## src/rtl/csoq_pkg.sv

```systemverilog
`timescale 1ns / 1ps
// ----------------------------------------------------------------------------
// csoq_pkg: shared types and codes for the circular sector order queue
// Request and response transfer formats, operation and status codes.
// ----------------------------------------------------------------------------
package csoq_pkg;

   localparam int DefQueueDepth = 64;
   localparam int DefSectorBits = 48;
   localparam int DefTagBits    = 8;

   localparam logic [1:0] OP_ADD      = 2'd0;
   localparam logic [1:0] OP_DISPATCH = 2'd1;
   localparam logic [1:0] OP_REMOVE   = 2'd2;

   localparam logic [1:0] ST_DONE     = 2'd0;
   localparam logic [1:0] ST_EMPTY    = 2'd1;
   localparam logic [1:0] ST_FULL     = 2'd2;
   localparam logic [1:0] ST_NOTFOUND = 2'd3;

   typedef struct packed {
      logic [1:0]  req_type;
      logic [47:0] sector;
      logic        is_write;
      logic [7:0]  tag;
   } req_type_type;

   typedef struct packed {
      logic [1:0]  status;
      logic [47:0] out_sector;
      logic        out_write;
      logic [7:0]  out_tag;
      logic [6:0]  occupancy;
   } rsp_type_type;

endpackage

```

## src/rtl/circular_sector_order_queue_core.sv

```systemverilog
`timescale 1ns / 1ps
// ----------------------------------------------------------------------------
// circular_sector_order_queue_core: C-LOOK ordered disk request queue
// Requests sit on a circular linked list in ascending sector order held in
// one synchronous entry memory (sector, direction, tag, link).
//
// Usage: req_valid/req_ready carries one operation (add, dispatch head,
// remove by tag); rsp_valid/rsp_ready returns exactly one response per
// request. One operation is in work at a time.
// Each operation that finds entries to search walks the list entry by
// entry, with a read, a wait and a compare step per entry, so the time to
// rsp_valid grows with count (occupancy). After each response transfer
// the core returns to idle, where the next request is accepted.
// The walk is set by the single read port of the entry memory.
// Reset: queue empties, all slots free, head at slot 0; no clearing pass.
// A stalled response is held in the output register; the next request is
// accepted once the response transfer completes.
// ----------------------------------------------------------------------------
module circular_sector_order_queue_core #(
   parameter int QUEUE_DEPTH = csoq_pkg::DefQueueDepth
) (
   input  logic                  clock,
   input  logic                  reset,
   input  logic                  req_valid,
   output logic                  req_ready,
   input  csoq_pkg::req_type_type req_data,
   output logic                  rsp_valid,
   input  logic                  rsp_ready,
   output csoq_pkg::rsp_type_type rsp_data
);
   import csoq_pkg::*;

   localparam int IW = (QUEUE_DEPTH > 1) ? $clog2(QUEUE_DEPTH) : 1;
   localparam int CW = $clog2(QUEUE_DEPTH + 1);

   typedef struct packed {
      logic [47:0]   sector;
      logic          wr;
      logic [7:0]    tag;
      logic [IW-1:0] link;
   } entry_type;

   typedef enum logic [3:0] {
      S_IDLE, S_RD_A, S_WAIT_A, S_RD_B, S_WAIT_B, S_LINK_RD, S_LINK_WAIT,
      S_FIN, S_RESP
   } state_type;

   entry_type     mem [QUEUE_DEPTH];
   entry_type     rdata_ff;
   logic [IW-1:0] raddr;
   logic          we;
   logic [IW-1:0] waddr;
   entry_type     wdata;

   always_ff @(posedge clock) begin
      if (we) begin
         mem[waddr] <= wdata;
      end
      rdata_ff <= mem[raddr];
   end

   state_type     state_ff;
   req_type_type  req_ff;
   rsp_type_type  rsp_ff;
   logic [QUEUE_DEPTH-1:0] free_ff;
   logic [IW-1:0] head_ff;
   logic [CW-1:0] count_ff;
   logic [CW-1:0] n_ff;
   logic [IW-1:0] cur_ff;
   logic [IW-1:0] prev_ff;
   logic [IW-1:0] slot_ff;
   logic [IW-1:0] after_ff;
   logic [IW-1:0] tail_ff;
   logic [IW-1:0] vlink_ff;
   entry_type     a_ff;
   logic          found_ff;
   logic [IW-1:0] rd_addr_ff;

   logic [IW-1:0] free_slot;
   always_comb begin
      free_slot = '0;
      for (int i = QUEUE_DEPTH - 1; i >= 0; i--) begin
         if (free_ff[i]) free_slot = IW'(i);
      end
   end

   logic [1:0] start_status;
   logic [7:0] start_tag;
   state_type  start_state;
   always_comb begin
      start_status = ST_DONE;
      start_tag    = req_data.tag;
      start_state  = S_RD_A;
      case (req_data.req_type)
         OP_ADD: begin
            if (count_ff == CW'(QUEUE_DEPTH)) begin
               start_status = ST_FULL;
               start_state  = S_RESP;
            end else if (count_ff == '0) begin
               start_state = S_FIN;
            end
         end
         OP_DISPATCH: begin
            start_tag = '0;
            if (count_ff == '0) begin
               start_status = ST_EMPTY;
               start_state  = S_RESP;
            end
         end
         OP_REMOVE: begin
            if (count_ff == '0) begin
               start_status = ST_EMPTY;
               start_state  = S_RESP;
            end
         end
         default: begin
            start_tag   = '0;
            start_state = S_RESP;
         end
      endcase
   end

   logic [IW-1:0] pred_idx;
   assign pred_idx  = (after_ff == head_ff) ? tail_ff : prev_ff;

   assign raddr     = rd_addr_ff;
   assign req_ready = (state_ff == S_IDLE);
   assign rsp_valid = (state_ff == S_RESP);
   assign rsp_data  = rsp_ff;

   logic [47:0] sec_n;
   logic        between;
   assign sec_n   = req_ff.sector;
   assign between = (sec_n > a_ff.sector && sec_n < rdata_ff.sector) ||
                    (rdata_ff.sector < a_ff.sector &&
                     (sec_n > a_ff.sector || sec_n < rdata_ff.sector));

   always_comb begin
      we    = 1'b0;
      waddr = slot_ff;
      wdata = '{sector: req_ff.sector, wr: req_ff.is_write, tag: req_ff.tag,
                link: slot_ff};
      if (state_ff == S_FIN && req_ff.req_type == OP_ADD) begin
         we = 1'b1;
         if (count_ff != '0) wdata.link = rdata_ff.link;
      end else if (state_ff == S_RESP && req_ff.req_type == OP_ADD &&
                   rsp_ff.status == ST_DONE && count_ff != CW'(1)) begin
         we         = 1'b1;
         waddr      = after_ff;
         wdata      = a_ff;
         wdata.link = slot_ff;
      end else if (state_ff == S_LINK_WAIT && req_ff.req_type != OP_ADD) begin
         we         = 1'b1;
         waddr      = prev_ff;
         wdata      = rdata_ff;
         wdata.link = vlink_ff;
      end
   end

   always_ff @(posedge clock) begin
      if (reset) begin
         state_ff <= S_IDLE;
         free_ff  <= '1;
         head_ff  <= '0;
         count_ff <= '0;
      end else begin
         case (state_ff)
            S_IDLE: begin
               if (req_valid) begin
                  req_ff     <= req_data;
                  rsp_ff     <= '{status: start_status, out_sector: '0,
                                  out_write: 1'b0, out_tag: start_tag,
                                  occupancy: 7'(count_ff)};
                  n_ff       <= '0;
                  cur_ff     <= head_ff;
                  tail_ff    <= head_ff;
                  rd_addr_ff <= head_ff;
                  found_ff   <= 1'b0;
                  slot_ff    <= free_slot;
                  state_ff   <= start_state;
               end
            end
            S_RD_A: state_ff <= S_WAIT_A;
            S_WAIT_A: begin
               a_ff       <= rdata_ff;
               rd_addr_ff <= rdata_ff.link;
               if (n_ff == '0 && req_ff.req_type == OP_DISPATCH) begin
                  rsp_ff <= '{status: rsp_ff.status, out_sector: rdata_ff.sector,
                              out_write: rdata_ff.wr, out_tag: rdata_ff.tag,
                              occupancy: rsp_ff.occupancy};
               end
               if (!found_ff &&
                   ((req_ff.req_type == OP_DISPATCH && n_ff == '0) ||
                    (req_ff.req_type == OP_REMOVE && rdata_ff.tag == req_ff.tag))) begin
                  found_ff <= 1'b1;
                  after_ff <= cur_ff;
                  prev_ff  <= tail_ff;
                  vlink_ff <= rdata_ff.link;
               end
               tail_ff  <= cur_ff;
               state_ff <= S_RD_B;
            end
            S_RD_B: state_ff <= S_WAIT_B;
            S_WAIT_B: begin
               if (req_ff.req_type == OP_ADD && between) begin
                  found_ff   <= 1'b1;
                  after_ff   <= cur_ff;
                  rd_addr_ff <= cur_ff;
                  state_ff   <= S_LINK_RD;
               end else if (n_ff + CW'(1) >= count_ff) begin
                  if (req_ff.req_type == OP_ADD) begin
                     after_ff   <= cur_ff;
                     rd_addr_ff <= cur_ff;
                     state_ff   <= S_LINK_RD;
                  end else begin
                     state_ff <= S_FIN;
                  end
               end else begin
                  n_ff     <= n_ff + CW'(1);
                  cur_ff   <= a_ff.link;
                  state_ff <= S_WAIT_A;
               end
            end
            S_LINK_RD: state_ff <= S_LINK_WAIT;
            S_LINK_WAIT: begin
               if (req_ff.req_type == OP_ADD) begin
                  rd_addr_ff <= after_ff;
                  state_ff   <= S_FIN;
               end else begin
                  state_ff <= S_RESP;
               end
            end
            S_FIN: begin
               case (req_ff.req_type)
                  OP_ADD: begin
                     free_ff[slot_ff] <= 1'b0;
                     count_ff <= count_ff + CW'(1);
                     rsp_ff.occupancy <= 7'(count_ff + CW'(1));
                     if (count_ff == '0) head_ff <= slot_ff;
                     a_ff     <= rdata_ff;
                     found_ff <= 1'b0;
                     state_ff <= S_RESP;
                  end
                  default: begin
                     if (found_ff) begin
                        free_ff[after_ff] <= 1'b1;
                        count_ff <= count_ff - CW'(1);
                        rsp_ff.occupancy <= 7'(count_ff - CW'(1));
                        if (count_ff == CW'(1)) begin
                           head_ff  <= '0;
                           state_ff <= S_RESP;
                        end else begin
                           if (after_ff == head_ff) head_ff <= vlink_ff;
                           prev_ff    <= pred_idx;
                           rd_addr_ff <= pred_idx;
                           state_ff   <= S_LINK_RD;
                        end
                     end else begin
                        rsp_ff.status <= ST_NOTFOUND;
                        state_ff      <= S_RESP;
                     end
                  end
               endcase
            end
            S_RESP: begin
               if (rsp_ready) state_ff <= S_IDLE;
            end
            default: state_ff <= S_IDLE;
         endcase
      end
   end

   a_rsp_hold: assert property (@(posedge clock) disable iff (reset)
      rsp_valid && !rsp_ready |=> rsp_valid && $stable(rsp_data));

   a_one_side: assert property (@(posedge clock) disable iff (reset)
      !(req_ready && rsp_valid));

   a_count_range: assert property (@(posedge clock) disable iff (reset)
      count_ff <= CW'(QUEUE_DEPTH));

   a_free_count: assert property (@(posedge clock) disable iff (reset)
      CW'($countones(~free_ff)) == count_ff);

endmodule
```

## config.mk

```make
export PLATFORM = sky130hd
export DESIGN_NAME = circular_sector_order_queue_core
export DESIGN_NICKNAME = d
export VERILOG_FILES = /design/src/rtl/csoq_pkg.sv /design/src/rtl/circular_sector_order_queue_core.sv
export SDC_FILE = /design/constraint.sdc
export NUM_CORES = 2
export LEC_CHECK = 0
export BUFFER_PORTS_ARGS = -buffer_cell sky130_fd_sc_hd__buf_4
export CORE_ASPECT_RATIO = 1.5
export CORE_MARGIN = 5
export CORE_UTILIZATION = 50
export DETAILED_ROUTE_END_ITERATION = 10
export PLACE_DENSITY = 0.68
export SYNTH_ARGS = -nofsm -noshare
export SYNTH_HDL_FRONTEND = slang
export SYNTH_SLANG_ARGS = --single-unit
export TNS_END_PERCENT = 50
```

## constraint.sdc

```tcl
create_clock -name clock -period 8.9 [get_ports clock]
set_clock_uncertainty 0.15 [all_clocks]
set_input_delay 0.445 -clock clock [delete_from_list [all_inputs] [get_ports clock]]
set_output_delay 0.445 -clock clock [all_outputs]
set_load 0.02 [all_outputs]
```

# Word-level counts from Yosys, hierarchy flattened
# Memory sizes are Yosys's and may differ from the RTL's. A register that Yosys moved wholly into a read port is not among the register bits.
# Index checks and enable logic that the tools add are counted.
# word_totals
register_bits,319
latchBits,0
ramBits,4032
romBits,0
in_bits,63
output_inout_bits,68
elab_cells,281
memories,1
# memory_table
name,words,word_bits,read_ports,rd_clocked_by_memory_dff,wr,line,source
mem,64,63,1,1,1,circular_sector_order_queue_core.sv:48,entry_type mem [QUEUE_DEPTH];
# classes
addsub,3
multipliers,0
n_div,0
n_lt_le_gt_ge,8
n_eq_ne,34
shift,0
mux,143
bitwise_logic,5
n_reduce_logical,56
# ops
cell,count
6-bit 2-to-1 mux,55
64-bit 2-to-1 mux,3
63-bit 2-to-1 mux,3
63-bit case mux with 2 select lines,1
57-bit case mux with 2 select lines,1
48-bit less-than comparator,2
5-bit 2-to-1 mux,16
4-bit 2-to-1 mux,18
66-bit 2-to-1 mux,1
64-bit bitwise AND,1
64-bit NOT,1
64-bit bitwise OR,1
57-bit 2-to-1 mux,1
48-bit greater-than comparator,1
6-bit case mux with 2 select lines,4
4-bit case mux with 9 select lines,1
7-bit 2-to-1 mux,5
32-bit OR reduction,1
6-bit case mux with 5 select lines,1
2-bit != test (second input constant),11
7-bit case mux with 3 select lines,1
6-bit AND reduction,3
4-bit by 3-bit == test with 1-bit output (second input constant),4
16-bit OR reduction,1
48 further kinds,112

# Depth between registers and ports, before layout
# logic_depth
ltp_word,63
depth_mapped,11
ltp_nobuf,11

# Worst setup path after synthesis
# No wires, ideal clock.
# synth_timing
path_type,register -> register
from,reg rsp_ff (netlist bit rsp_data[65])
to,mem mem[61][0] (netlist name) (enable)
setup_time_ns,0.640
arrival_time_ns,8.160
t_required_ns,8.110
slack_ns,-0.050
stages_incl_launch_ff,8
period_less_slack_ns,8.950
path_cell_list,edfxtp_1 > or4_1 > a311oi_4 > nor2_2 > and2_1 > a221oi_2 > nand2_1 > nor4_1
# synth_via
elab_chain_len,7
word_cells_on_any_way,9
cone_classes,6 x mux; 3 x reduce/logical
# synth_rtl
element,line,source
from (decl),circular_sector_order_queue_core.sv:64,rsp_type_type rsp_ff;
from (signal assigned),circular_sector_order_queue_core.sv:171,"rsp_ff <= '{status: start_status, out_sector: '0,"
from (signal assigned),circular_sector_order_queue_core.sv:188,"rsp_ff <= '{status: rsp_ff.status, out_sector: rdata_ff.sector,"
2-bit zero test *,circular_sector_order_queue_core.sv:147,rsp_ff.status == ST_DONE && count_ff != CW'(1)) begin
1-bit logical AND *,circular_sector_order_queue_core.sv:146,end else if (state_ff == S_RESP && req_ff.req_type == OP_ADD &&
1-bit logical AND *,circular_sector_order_queue_core.sv:147,
1-bit 2-to-1 mux,circular_sector_order_queue_core.sv:146,
1-bit 2-to-1 mux,circular_sector_order_queue_core.sv:143,if (state_ff == S_FIN && req_ff.req_type == OP_ADD) begin
1-bit 2-to-1 mux,circular_sector_order_queue_core.sv:56,if (we) begin
1-bit 2-to-1 mux (implied by the code),circular_sector_order_queue_core.sv:57,mem[waddr] <= wdata;
to (decl),circular_sector_order_queue_core.sv:48,
# Every way passes the cells marked *; elsewhere a longest branch is shown, timed or not.

# Worst setup path in the final report
# layout_timing
from,reg state_ff[1]
to,mem mem[13][16] (netlist name) (enable)
# layout_via
elab_chain_len,8
word_cells_on_any_way,16
cone_classes,3 x eq/ne; 8 x mux; 5 x reduce/logical
# layout_rtl
element,line,source
from (decl),circular_sector_order_queue_core.sv:62,state_type state_ff;
from (signal assigned),circular_sector_order_queue_core.sv:180,state_ff <= start_state;
4-bit == test,circular_sector_order_queue_core.sv:146,
1-bit logical AND (2 in series),circular_sector_order_queue_core.sv:146,
1-bit logical AND,circular_sector_order_queue_core.sv:147,
1-bit 2-to-1 mux,circular_sector_order_queue_core.sv:146,
1-bit 2-to-1 mux,circular_sector_order_queue_core.sv:143,
1-bit 2-to-1 mux,circular_sector_order_queue_core.sv:56,
1-bit 2-to-1 mux (implied by the code),circular_sector_order_queue_core.sv:57,
# Parallel ways exist; a longest one is shown, timed or not.

==> impl_metrics.py <==
metrics = {
    "status": {
        "status": "finished clean",
    },
    "floorplan": {
        "design.core.area_sq_mm": 0.3416,
        "initial_core_util_pct": 50.14,
        "io_pins": 131,
        "die_y_um": 726.8,
        "die_x_um": 487.9,
        "die_area_sq_mm": 0.3546,
        "fp-row-count": 263,
    },
    "global_route": {
        "antenna_found_initial": 36,
        "grt.total_usage_pct": 25.85,
        "grt.overflow.total": 0,
        "grt_pass1_vias": 84370,
        "grt_pass1_wl_um": 648200,
        "grt_max_degree": 139,
    },
    "synth": {
        "syn_area_sq_mm": 0.1713,
        "async_flop_share_pct": 0,
        "syn_nets": 7775,
        "syn_inst": 7555,
        "ys_types": 72,
        "synth_edf_count": 4270,
        "ys_ff_latch": 4414,
        "synth_area_per_cell_sq_um": 22.67,
        "ys.flop_type": "edfxtp_1",
        "yosysWarnings": 0,
        "ys_seq_area_share_pct": 76.55,
    },
    "critical_path": {
        "r2r_start": "state_ff[1]",
        "arrival_ns": 6.76,
        "worstSetupEndpointType": "flop",
        "r2r_end": "mem[13][16]",
        "crit_fanout": 34,
        "reg2reg_slack_ns": 2.54,
        "critical_path.endpoint": "mem[13][16]",
        "cp-startpoint": "state_ff[1]",
        "critPathKind": "reg -> reg",
        "r2r_cells": 9,
        "start_kind": "flop",
        "crit_required_ns": 9.30,
    },
    "pwr": {
        "finalPower_mw": 46.33,
        "switching_share_pct": 24.47,
        "pwr-share-clk_pct": 36.5,
        "p_switching_mw": 11.34,
        "powerDensity_mw_per_mm2": 239.8,
        "intPower_mw": 35.00,
        "pwr-share-seq_pct": 51.1,
        "p_comb_share_pct": 12.4,
        "ir_drop_uv": 171.9,
        "leakagePower_nw": 60.30,
    },
    "clocking": {
        "cts.clk_slew.worst_paths_ns": 0.06,
        "cts_tree": "built",
        "cts_buffer_depth": 4,
        "cts.sinks": 4414,
        "h-tree-depth": 5,
        "worstSkewPairLatency_ns": 0.95,
        "cts-root-buf": "clkbuf_16",
        "cts-buffers-inserted": 389,
        "ctsResizeCount": 0,
    },
    "detailed_routing": {
        "drtIter0Drc": 10860,
        "vias": 83800,
        "drc": 0,
        "drtAntennaViolNets": 0,
        "wl_per_cell_um": 35.69,
        "drt_wl_total_um": 458800,
        "dr.pass1.iters": 6,
        "viasPerCell": 6.519,
    },
    "sta": {
        "min_period_ns": 6.356,
        "slew_headroom_pct": 3.350,
        "grt_setup_unrepaired": "false",
        "whs_ns": 0.1007,
        "tightest_slew_ns": 1.446,
        "finalMaxSlewViolations": 0,
        "setup_viol": 0,
        "fin_crit_sh_pct": 71.42,
        "fmax_ghz": 0.1573,
        "finalHoldViolations": 0,
    },
    "flow_run": {
        "maxCapViolations": 0,
    },
    "cells_and_area": {
        "filler_cell_count": 24530,
        "nNetsFinal": 8241,
        "instances_no_fill": 12860,
        "drive_above_1_share_pct": 28.79,
        "syn_to_final_growth_pct": 12.82,
    },
    "place": {
        "gp_congestion": 0.8841,
        "dp.cells": 12070,
        "io_buffers": 130,
        "dpl.hpwl_um": 275000,
    },
    "hold_path": {
        "hp-class": "in -> reg",
    },
}
## registers in the layout, indices dropped and copies added (netlist names)
signal and cells:
prev_ff 6, count_ff 7, head_ff 6, cur_ff 6
rdata_ff 63, vlink_ff 6, raddr 6, after_ff 6
req_ff 11, rsp_data 66, free_ff 64, sec_n 48
mem 4032, found_ff 1, state_ff 4, slot_ff 6
tail_ff 6, a_ff 63, n_ff 7
## final cells by class
class | instances | area (sq um) | share of cell area (%)
tap | 4505 | 5637 | 2.917
multi-input combinational | 2643 | 39640 | 20.52
clock buffer | 474 | 10200 | 5.278
inverter | 136 | 515.5 | 0.2668
timing repair buffer | 437 | 3714 | 1.922
clock inverter | 235 | 2374 | 1.228
antenna | 12 | 30.03 | 0.01554
sequential | 4414 | 131100 | 67.86
## what timing repair did
| action | in CTS | in global routing |
|---|---|---|
| setup buffers | 0 | 0 |
| hold buffers | 64 | 0 |
| endpoints found under the hold margin | 92 | 0 |
## how the worst min path moves through the flow
stage | to | cells past startpoint | startpoint
2_1_floorplan | a_ff[14] | 0 | rdata_ff[14]
3_3_place_gp | a_ff[14] | 0 | rdata_ff[14]
3_5_place_dp | a_ff[14] | 0 | rdata_ff[14]
4_1_cts | sec_n[15] | 2 | req_data[24]
5_1_grt | sec_n[0] | 2 | req_data[9]
6_report | sec_n[19] | 2 | req_data[28]
## critical path, stage by stage, from the launching register on
cell     delay, ns
dfxtp_1       0.73
nand2_1       0.33
nor3_1        0.95
nand2_4       0.76
o22ai_1       0.46
a21oi_2       0.12
nor2_1        0.21
nand2_1       0.54
nor2_4        0.94
buf_4         0.66
## Yosys cell counts, drive strengths merged, types with 14 or more instances
cell	instances	area share, %
clkbuf	271	0.59
a21oi	102	0.30
nand4	19	0.069
a221o	38	0.22
xnor2	20	0.10
inv	135	0.30
nor3	48	0.14
nand2	251	0.55
mux4	1323	17
o21ai	96	0.28
ha	157	1.1
nor4	24	0.10
nor2	213	0.47
edfxtp	4270	75
buf	91	0.22
nand3	58	0.17
nand2b	17	0.062
and2	14	0.051
dfxtp	144	1.7
o221ai	53	0.27
## stage by stage
stage	instance area (sq um)	TNS (ns)	setup WS [ns]	util, %
floorplan	171300	-0.2452	-0.01886	-
global placement	180000	0	2.679	52.69
detailed placement	180000	0	2.645	52.69
CTS	193200	0	2.621	56.56
global route	193200	0	2.271	56.56
finish	193200	0	2.544	56.57
## layer usage
layer | wire length, um | vias to the layer above | global-route usage, % | part of all wire, %
li1 | - | 33060 | - | -
met1 | 164900 | 45130 | 34.87 | 36
met2 | 229300 | 4796 | 42.64 | 50
met3 | 45560 | 801 | 4.958 | 9.9
met4 | 18850 | 20 | 9.211 | 4.1
met5 | 133 | - | 0 | 0.029
## logic make-up after synthesis
logic type	count (synthesis)	synth area share [%]
DFF	4414	76.55
muxes	1336	17.48
and+or+nand+nor	692	1.815
buffers and inverters	498	1.108
AOI/OAI and AO/OA	426	1.734
adders and majority gates	158	1.153
xor gates and xnor gates	31	0.1585
## cell usage in the layout, fill, tap and decap left out, types with 58 or more instances in the layout
cell	n
edfxtp_1	4270
mux4_2	1323
clkbuf_16	392
buf_4	350
nand2_1	249
ha_1	157
nor2_1	153
dfxtp_1	144
inv_1	134
a21oi_1	100
o21ai_0	95
clkinv_1	77
clkbuf_1	74
clkinv_2	71
dlygate4sd3_1	64
nor2_4	60
nand3_1	58
## power groups by stage
| stage | clock [mW] | combinational [mW] | sequential, mW |
|---|---|---|---|
| 5_1_grt | 18.0 | 6.02 | 23.7 |
| 3_5_place_dp | 0 | 5.73 | 24.1 |
| 3_3_place_gp | 0 | 5.62 | 24.1 |
| 6_report | 16.9 | 5.73 | 23.7 |
| 2_1_floorplan | 0 | 3.38 | 24.0 |
| 4_1_cts | 17.1 | 5.77 | 23.7 |
No activity file was read; power rests on OpenSTA's default activity.
